===== src/rtl/core/exlex_pkg.sv =====
// Types, token codes and character classes of the expression lexer.
// No dependencies; used by expression_lexer_top and its checker.
package exlex_pkg;

  typedef struct packed {
    logic [7:0] char_byte;
    logic       end_of_input;
  } in_t;

  typedef struct packed {
    logic [3:0] token_kind;
    logic [6:0] token_length;
    logic       last_of_item;
  } out_t;

  typedef enum logic [1:0] {
    MODE_IDLE   = 2'd0,
    MODE_IDENT  = 2'd1,
    MODE_NUMBER = 2'd2
  } mode_t;

  localparam logic [3:0] TK_IDENT   = 4'd0;
  localparam logic [3:0] TK_NUMBER  = 4'd1;
  localparam logic [3:0] TK_PRINT   = 4'd2;
  localparam logic [3:0] TK_PLUS    = 4'd3;
  localparam logic [3:0] TK_MINUS   = 4'd4;
  localparam logic [3:0] TK_TIMES   = 4'd5;
  localparam logic [3:0] TK_SLASH   = 4'd6;
  localparam logic [3:0] TK_LPAREN  = 4'd7;
  localparam logic [3:0] TK_RPAREN  = 4'd8;
  localparam logic [3:0] TK_SEMI    = 4'd9;
  localparam logic [3:0] TK_PERIOD  = 4'd10;
  localparam logic [3:0] TK_END     = 4'd11;
  localparam logic [3:0] TK_BADCHAR = 4'd12;
  localparam logic [3:0] TK_TOOLONG = 4'd13;

  localparam logic [3:0] TK_NONE    = 4'd0;
  localparam logic [2:0] KW_LEN     = 3'd5;

  function automatic logic is_letter(input logic [7:0] ch);
    return (ch >= 8'h61 && ch <= 8'h7A) || (ch >= 8'h41 && ch <= 8'h5A);
  endfunction

  function automatic logic is_digit(input logic [7:0] ch);
    return ch >= 8'h30 && ch <= 8'h39;
  endfunction

  function automatic logic is_space(input logic [7:0] ch);
    return ch == 8'h20 || (ch >= 8'h09 && ch <= 8'h0D);
  endfunction

  // Operator or punctuation code, TK_NONE when the byte is neither.
  function automatic logic [3:0] punct_kind(input logic [7:0] ch);
    logic [3:0] k;
    case (ch)
      8'h2B:   k = TK_PLUS;
      8'h2D:   k = TK_MINUS;
      8'h2A:   k = TK_TIMES;
      8'h2F:   k = TK_SLASH;
      8'h28:   k = TK_LPAREN;
      8'h29:   k = TK_RPAREN;
      8'h3B:   k = TK_SEMI;
      8'h2E:   k = TK_PERIOD;
      default: k = TK_NONE;
    endcase
    return k;
  endfunction

  // Character of the keyword "print" at a given position.
  function automatic logic [7:0] kw_char(input logic [2:0] idx);
    logic [7:0] c;
    case (idx)
      3'd0:    c = 8'h70;
      3'd1:    c = 8'h72;
      3'd2:    c = 8'h69;
      3'd3:    c = 8'h6E;
      3'd4:    c = 8'h74;
      default: c = 8'h00;
    endcase
    return c;
  endfunction

endpackage


===== src/rtl/core/expression_lexer_top.sv =====
// Expression lexer top level: scan state, token decode and a four-entry result queue.
// Depends on exlex_pkg.
//
//   channel | direction | ports                          | payload
//   --------+-----------+--------------------------------+------------------
//   in      | input     | in_valid, in_stall, in_data    | exlex_pkg::in_t
//   out     | output    | out_valid, out_stall, out_data | exlex_pkg::out_t
//
// One byte is taken per cycle while in_stall is low; its tokens are decoded in the
// same cycle and written into the result queue, which presents one token per cycle
// while out_stall is low. A byte can yield two tokens, so the input stalls while
// fewer than two queue entries are free.
// Reset (rst_n low, synchronous) returns to between tokens and empties the queue.
// After an error token every byte is taken and dropped until reset.
module expression_lexer_top #(
  parameter int MAX_LEXEME = 64
) (
  input  logic            clk,
  input  logic            rst_n,
  input  logic            in_valid,
  output logic            in_stall,
  input  exlex_pkg::in_t  in_data,
  output logic            out_valid,
  input  logic            out_stall,
  output exlex_pkg::out_t out_data
);

  localparam int LEN_W = $clog2(MAX_LEXEME + 1);
  localparam int Q_DEPTH = 4;
  localparam int Q_AW = $clog2(Q_DEPTH);

  exlex_pkg::mode_t mode_r, mode_nxt;
  logic [LEN_W-1:0] len_r, len_nxt;
  logic [2:0]       km_r, km_nxt;
  logic             miss_r, miss_nxt;
  logic             halt_r, halt_nxt;

  exlex_pkg::out_t  q_mem [Q_DEPTH];
  logic [Q_AW-1:0]  wr_ptr_r, rd_ptr_r;
  logic [Q_AW:0]    cnt_r;

  logic             accept, pop;
  logic [7:0]       ch;
  logic             eoi, in_word, cont;
  logic [LEN_W-1:0] len_inc;
  logic             too_long;
  logic [3:0]       pk;
  exlex_pkg::out_t  res0, res1;
  logic [1:0]       n_res;

  assign ch      = in_data.char_byte;
  assign eoi     = in_data.end_of_input;
  assign accept  = in_valid && !in_stall;
  assign pop     = out_valid && !out_stall;
  assign in_word = (mode_r == exlex_pkg::MODE_IDENT) || (mode_r == exlex_pkg::MODE_NUMBER);
  assign cont    = !eoi && ((mode_r == exlex_pkg::MODE_IDENT)
                   ? (exlex_pkg::is_letter(ch) || exlex_pkg::is_digit(ch) || ch == 8'h5F)
                   : exlex_pkg::is_digit(ch));
  assign len_inc  = len_r + LEN_W'(1);
  assign too_long = len_inc >= LEN_W'(MAX_LEXEME);
  assign pk       = exlex_pkg::punct_kind(ch);

  // Next scan state.
  always_comb begin
    mode_nxt = mode_r;
    len_nxt  = len_r;
    km_nxt   = km_r;
    miss_nxt = miss_r;
    halt_nxt = halt_r;
    if (!halt_r) begin
      if (in_word && cont) begin
        if (too_long) begin
          halt_nxt = 1'b1;
          mode_nxt = exlex_pkg::MODE_IDLE;
          len_nxt  = '0;
        end else begin
          len_nxt = len_inc;
          if (mode_r == exlex_pkg::MODE_IDENT) begin
            if (!miss_r && km_r < exlex_pkg::KW_LEN && ch == exlex_pkg::kw_char(km_r)) begin
              km_nxt = km_r + 3'd1;
            end else begin
              miss_nxt = 1'b1;
            end
          end
        end
      end else begin
        // The word in progress, if any, ends here; then the byte starts afresh.
        mode_nxt = exlex_pkg::MODE_IDLE;
        if (in_word) begin
          len_nxt  = '0;
          km_nxt   = '0;
          miss_nxt = 1'b0;
        end
        if (eoi || exlex_pkg::is_space(ch)) begin
          mode_nxt = exlex_pkg::MODE_IDLE;
        end else if (exlex_pkg::is_letter(ch)) begin
          mode_nxt = exlex_pkg::MODE_IDENT;
          len_nxt  = LEN_W'(1);
          km_nxt   = (ch == exlex_pkg::kw_char(3'd0)) ? 3'd1 : 3'd0;
          miss_nxt = ch != exlex_pkg::kw_char(3'd0);
        end else if (exlex_pkg::is_digit(ch)) begin
          mode_nxt = exlex_pkg::MODE_NUMBER;
          len_nxt  = LEN_W'(1);
        end else if (pk == exlex_pkg::TK_NONE) begin
          halt_nxt = 1'b1;
        end
      end
    end
  end

  // Tokens caused by the current byte, in order.
  always_comb begin
    exlex_pkg::out_t word_tok, byte_tok;
    logic            has_word, has_byte;
    word_tok = '0;
    byte_tok = '0;
    has_word = 1'b0;
    has_byte = 1'b0;
    res0     = '0;
    res1     = '0;
    n_res    = 2'd0;
    if (!halt_r) begin
      if (in_word && cont) begin
        if (too_long) begin
          byte_tok.token_kind = exlex_pkg::TK_TOOLONG;
          has_byte = 1'b1;
        end
      end else begin
        if (in_word) begin
          has_word = 1'b1;
          word_tok.token_length = 7'(len_r);
          if (mode_r == exlex_pkg::MODE_NUMBER) begin
            word_tok.token_kind = exlex_pkg::TK_NUMBER;
          end else if (!miss_r && km_r == exlex_pkg::KW_LEN) begin
            word_tok.token_kind = exlex_pkg::TK_PRINT;
          end else begin
            word_tok.token_kind = exlex_pkg::TK_IDENT;
          end
        end
        if (eoi) begin
          has_byte = 1'b1;
          byte_tok.token_kind = exlex_pkg::TK_END;
        end else if (exlex_pkg::is_space(ch) || exlex_pkg::is_letter(ch)
                     || exlex_pkg::is_digit(ch)) begin
          has_byte = 1'b0;
        end else if (pk != exlex_pkg::TK_NONE) begin
          has_byte = 1'b1;
          byte_tok.token_kind   = pk;
          byte_tok.token_length = 7'd1;
        end else begin
          has_byte = 1'b1;
          byte_tok.token_kind = exlex_pkg::TK_BADCHAR;
        end
      end
    end
    byte_tok.last_of_item = 1'b1;
    word_tok.last_of_item = !has_byte;
    if (has_word) begin
      res0  = word_tok;
      res1  = byte_tok;
      n_res = has_byte ? 2'd2 : 2'd1;
    end else if (has_byte) begin
      res0  = byte_tok;
      n_res = 2'd1;
    end
  end

  always_ff @(posedge clk) begin
    if (!rst_n) begin
      mode_r <= exlex_pkg::MODE_IDLE;
      len_r  <= '0;
      km_r   <= '0;
      miss_r <= 1'b0;
      halt_r <= 1'b0;
    end else if (accept) begin
      mode_r <= mode_nxt;
      len_r  <= len_nxt;
      km_r   <= km_nxt;
      miss_r <= miss_nxt;
      halt_r <= halt_nxt;
    end
  end

  // Result queue storage.
  always_ff @(posedge clk) begin
    if (accept && n_res != 2'd0) begin
      q_mem[wr_ptr_r] <= res0;
    end
    if (accept && n_res == 2'd2) begin
      q_mem[wr_ptr_r + Q_AW'(1)] <= res1;
    end
  end

  logic [Q_AW:0] push_n;
  assign push_n = accept ? (Q_AW + 1)'(n_res) : '0;

  always_ff @(posedge clk) begin
    if (!rst_n) begin
      wr_ptr_r <= '0;
      rd_ptr_r <= '0;
      cnt_r    <= '0;
    end else begin
      wr_ptr_r <= wr_ptr_r + push_n[Q_AW-1:0];
      rd_ptr_r <= rd_ptr_r + Q_AW'(pop);
      cnt_r    <= cnt_r + push_n - (Q_AW + 1)'(pop);
    end
  end

  assign in_stall  = cnt_r > (Q_AW + 1)'(Q_DEPTH - 2);
  assign out_valid = cnt_r != '0;
  assign out_data  = q_mem[rd_ptr_r];

endmodule


===== config.mk =====
export PLATFORM = sky130hd
export DESIGN_NAME = expression_lexer_top
export DESIGN_NICKNAME = d
export VERILOG_FILES = /design/src/rtl/core/exlex_pkg.sv /design/src/rtl/core/expression_lexer_top.sv
export SDC_FILE = /design/constraint.sdc
export NUM_CORES = 1
export LEC_CHECK = 0
export BUFFER_PORTS_ARGS = -buffer_cell sky130_fd_sc_hd__buf_2
export CAP_MARGIN = 20
export CORE_ASPECT_RATIO = 1.1
export CORE_MARGIN = 2
export CORE_UTILIZATION = 61
export DETAILED_ROUTE_END_ITERATION = 16
export PLACE_DENSITY = 0.79
export SYNTH_ARGS = -nofsm -noshare
export SYNTH_HDL_FRONTEND = slang
export SYNTH_SLANG_ARGS = --single-unit

===== constraint.sdc =====
create_clock -name clk -period 5.2 [get_ports clk]
set_input_delay 1.04 -clock clk [delete_from_list [all_inputs] [get_ports clk]]
set_output_delay 1.04 -clock clk [all_outputs]
set_load 0.01 [all_outputs]

==> results by group <==
Clock network
  – Total CTS buffers: 9
  – Worst-Skew Late Latency: 0.35 ns
  – Clock Sinks: 69
  – Resize count post-CTS: 0
  – CTS tree: yes
  – H-Tree Depth: 3
  – Clock-pin slew on the worst setup and hold paths: 0.08 ns
  – Largest buffer count on any clock path: 2
  – Number of buffers added for setup after CTS: 0
  – Hold buffers post-CTS: 0
  – Clock root buffer: sky130_fd_sc_hd__clkbuf_8

Timing
  – Worst relative slew slack: 34.7%
  – Smallest hold slack: 0.482 ns
  – Worst clock skew on the final layout: 0.0106 ns
  – Achievable clock frequency: 248 MHz
  – Final worst-path cycle share: 77.6%
  – Transition at the pin with the smallest max-transition slack: 0.967 ns
  – Final Hold Violating Endpoints: 0
  – Final count of pins violating max slew: 0
  – Setup violations, final: 0
  – Setup repair after global routing missed its margin: no
  – TNS Setup: 0 ns
  – Time the final worst path needs with I/O delays and setup: 4.04 ns

Drt
  – Number of vias after detailed routing: 3413
  – Antenna viol nets, final: 0
  – Number of detailed-route iterations in the first pass: 5
  – Number of DRC violations after detailed-routing iteration 0: 349
  – DRC viols: 0
  – Final wirelength: 9490 um
  – Average via count per standard cell: 6.45
  – Post-detailed-route wirelength per cell: 17.9 um

Floorplan
  – Number of standard-cell rows in the floorplan: 31
  – Die outline height: 90.2 um
  – Floorplan die area: 0.00742 mm2
  – Initial standard-cell utilization of the core: 62.8%
  – Core Region: 0.00656 mm2
  – I/O pin count: 27
  – Die outline width: 82.3 um

Layout
  – Area Growth Syn to Fin: 9.09%
  – Footprint of the flip-flops and latches: 0.00162 mm2
  – Share of post-route cells with drive strength above 1: 18.1%
  – Antenna diode count: 0
  – Final design utilization: 68.5%
  – Count of nets after finishing: 471
  – Fin cells: 529
  – Filler cell count in the final layout: 505
  – Multi-input combinational cell area: 0.00233 mm2

Synthesis
  – Yosys synthesis warning count: 0
  – Main synth FF type: sky130_fd_sc_hd__dfxtp_1
  – FF+latch count, synth: 69
  – Seq/Total Area, Yosys: 39.4%
  – Synthesized Nets: 447
  – Synthesized area per cell: 9.83 um2
  – Syn Std Cell Area: 0.00412 mm2
  – Async set-reset flop share out of synthesis: 0%
  – Largest area contributor in the netlist: sky130_fd_sc_hd__dfxtp_1
  – Number of instances in the synthesized netlist: 419
  – Number of synthesized flops with an enable pin: 24
  – Area share of the largest cell type after synthesis: 21.9%
  – Area contributors post-synth: sky130_fd_sc_hd__dfxtp_1 (22%), sky130_fd_sc_hd__edfxtp_1 (18%), sky130_fd_sc_hd__mux4_2 (6.6%)
  – Number of distinct library cell variants in the gate-level netlist after synthesis: 75

Status
  – Outcome: finished, final reports clean

Hold path
  – Type of the worst min-delay path: flop to flop

Critical path
  – Setup Crit Path Kind: primary input to flop
  – Worst EP arrival: 4.27 ns
  – Max Fanout on Critical Path: 12
  – Crit start category: primary input
  – Endpoint type of the worst setup path: flop
  – Data required time of the critical path: 5.43 ns

Placed design
  – HPWL after detailed placement: 7000 um
  – # port buffers: 26
  – GPL Wtd Cong: 0.921
  – Placed cells: 514

GRT
  – Antenna violations before repair: 0
  – Global-route wire length before repair: 15700 um
  – Total routing usage reported by global routing: 27.4%
  – Pin count of the biggest net entering global routing: 32
  – Via count of the first global-routing pass: 3276
  – Sum of overflow across all layers after global routing: 0

Power
  – Static leakage: 1.65 nW
  – Max rail drop VDD: 0.234 mV
  – Power density over the cells: 332 mW/mm2

Job
  – MaxCap Viol Count: 0
## area by class of cell
type	count	area share [%]
inverters	23	1.92
clock inverters	6	1.39
flip-flops and latches	69	36.1
well taps	82	2.28
clock buffers	9	2.76
multi-input cells	309	51.8
repair buffers	31	3.73
## where the power goes
group	switching [W]	leakage, nW	internal (W)
clock	0.000204	0.0958	0.000219
sequential	0.0000618	0.603	0.000605
combinational	0.000222	0.948	0.000180
total	0.000488	1.65	0.00100
## kinds of logic after synthesis
| group | count (synthesis) | share of synthesized area, % |
|---|---|---|
| DFF | 69 | 39.4 |
| adders and majority gates | 15 | 4.74 |
| and+or+nand+nor | 146 | 19.4 |
| buffers and inverters | 41 | 4.10 |
| AOI/OAI and AO/OA | 126 | 23.6 |
| muxes | 13 | 6.81 |
| xor gates and xnor gates | 9 | 1.91 |
## Yosys cell counts (all sizes together) (6+ instances only)
| master | n |
|---|---|
| nor2 | 31 |
| nand3 | 16 |
| mux4 | 12 |
| a21oi | 20 |
| clkbuf | 7 |
| ha | 14 |
| o21ai | 23 |
| nor3 | 16 |
| inv | 23 |
| nand2b | 8 |
| xnor2 | 6 |
| buf | 11 |
| and2 | 6 |
| nand2 | 33 |
| nor2b | 6 |
| a22oi | 7 |
| edfxtp | 24 |
| a22o | 24 |
| or3 | 6 |
| dfxtp | 45 |
## path summary, 6_finish.rpt
kind / startpoint / to / slack, ns / cells past startpoint
min: q_mem[3][4] / q_mem[3][4] / 0.48 / 1
max: in_data[2] / cnt_r[2] / 1.16 / 14
max reg2reg: mode_r[0] / cnt_r[2] / 1.34 / 13
min reg2reg: q_mem[3][4] / q_mem[3][4] / 0.48 / 1
## metrics by stage
step | setup WS (ns) | power, W | instance area, um2
2_1_floorplan | 1.26 | 0.000959 | 4120
3_3_place_gp | 0.926 | 0.00107 | 4310
3_5_place_dp | 0.812 | 0.00108 | 4310
4_1_cts | 1.17 | 0.00150 | 4490
5_1_grt | 0.901 | 0.00158 | 4490
6_report | 1.16 | 0.00149 | 4490
## routing by layer
layer / GRT usage, % / wire length [um] / up-vias
met3: 5.52 / 640 / 29
met5: 0 / 0 / -
met1: 36.6 / 4060 / 1605
met2: 41.9 / 4500 / 134
li1: - / - / 1645
met4: 12.6 / 295 / 0
## placed cells by master, fill, tap and decap left out, types with 16 or more instances in the layout
cell type and instances:
sky130_fd_sc_hd__nand3_1 16, sky130_fd_sc_hd__a22o_1 24, sky130_fd_sc_hd__a21oi_1 19, sky130_fd_sc_hd__nor2_1 30, sky130_fd_sc_hd__buf_2 26, sky130_fd_sc_hd__inv_1 23
sky130_fd_sc_hd__dfxtp_1 45, sky130_fd_sc_hd__o21ai_0 16, sky130_fd_sc_hd__edfxtp_1 24, sky130_fd_sc_hd__nand2_1 33
## critical path: stages
cell	delay, ns
sky130_fd_sc_hd__buf_2	0.17
sky130_fd_sc_hd__or2_4	0.29
sky130_fd_sc_hd__o41ai_4	0.32
sky130_fd_sc_hd__o21ai_2	0.18
sky130_fd_sc_hd__nor4_4	0.34
sky130_fd_sc_hd__nor2_4	0.13
sky130_fd_sc_hd__ha_1	0.43
sky130_fd_sc_hd__nand3_1	0.20
sky130_fd_sc_hd__xnor2_1	0.17
sky130_fd_sc_hd__ha_1	0.20
sky130_fd_sc_hd__fa_1	0.37
sky130_fd_sc_hd__xor2_1	0.21
sky130_fd_sc_hd__xnor2_1	0.14
sky130_fd_sc_hd__nor2_1	0.06
## sequential cells by signal, summed over array words and instances, names as in the netlist
register and cells:
len_r 7, km_r 3, wr_ptr_r 2, cnt_r 3, mode_r 2, halt_r 1
rd_ptr_r 2, q_mem 48, miss_r 1
Power figures use the tool's default switching activity.
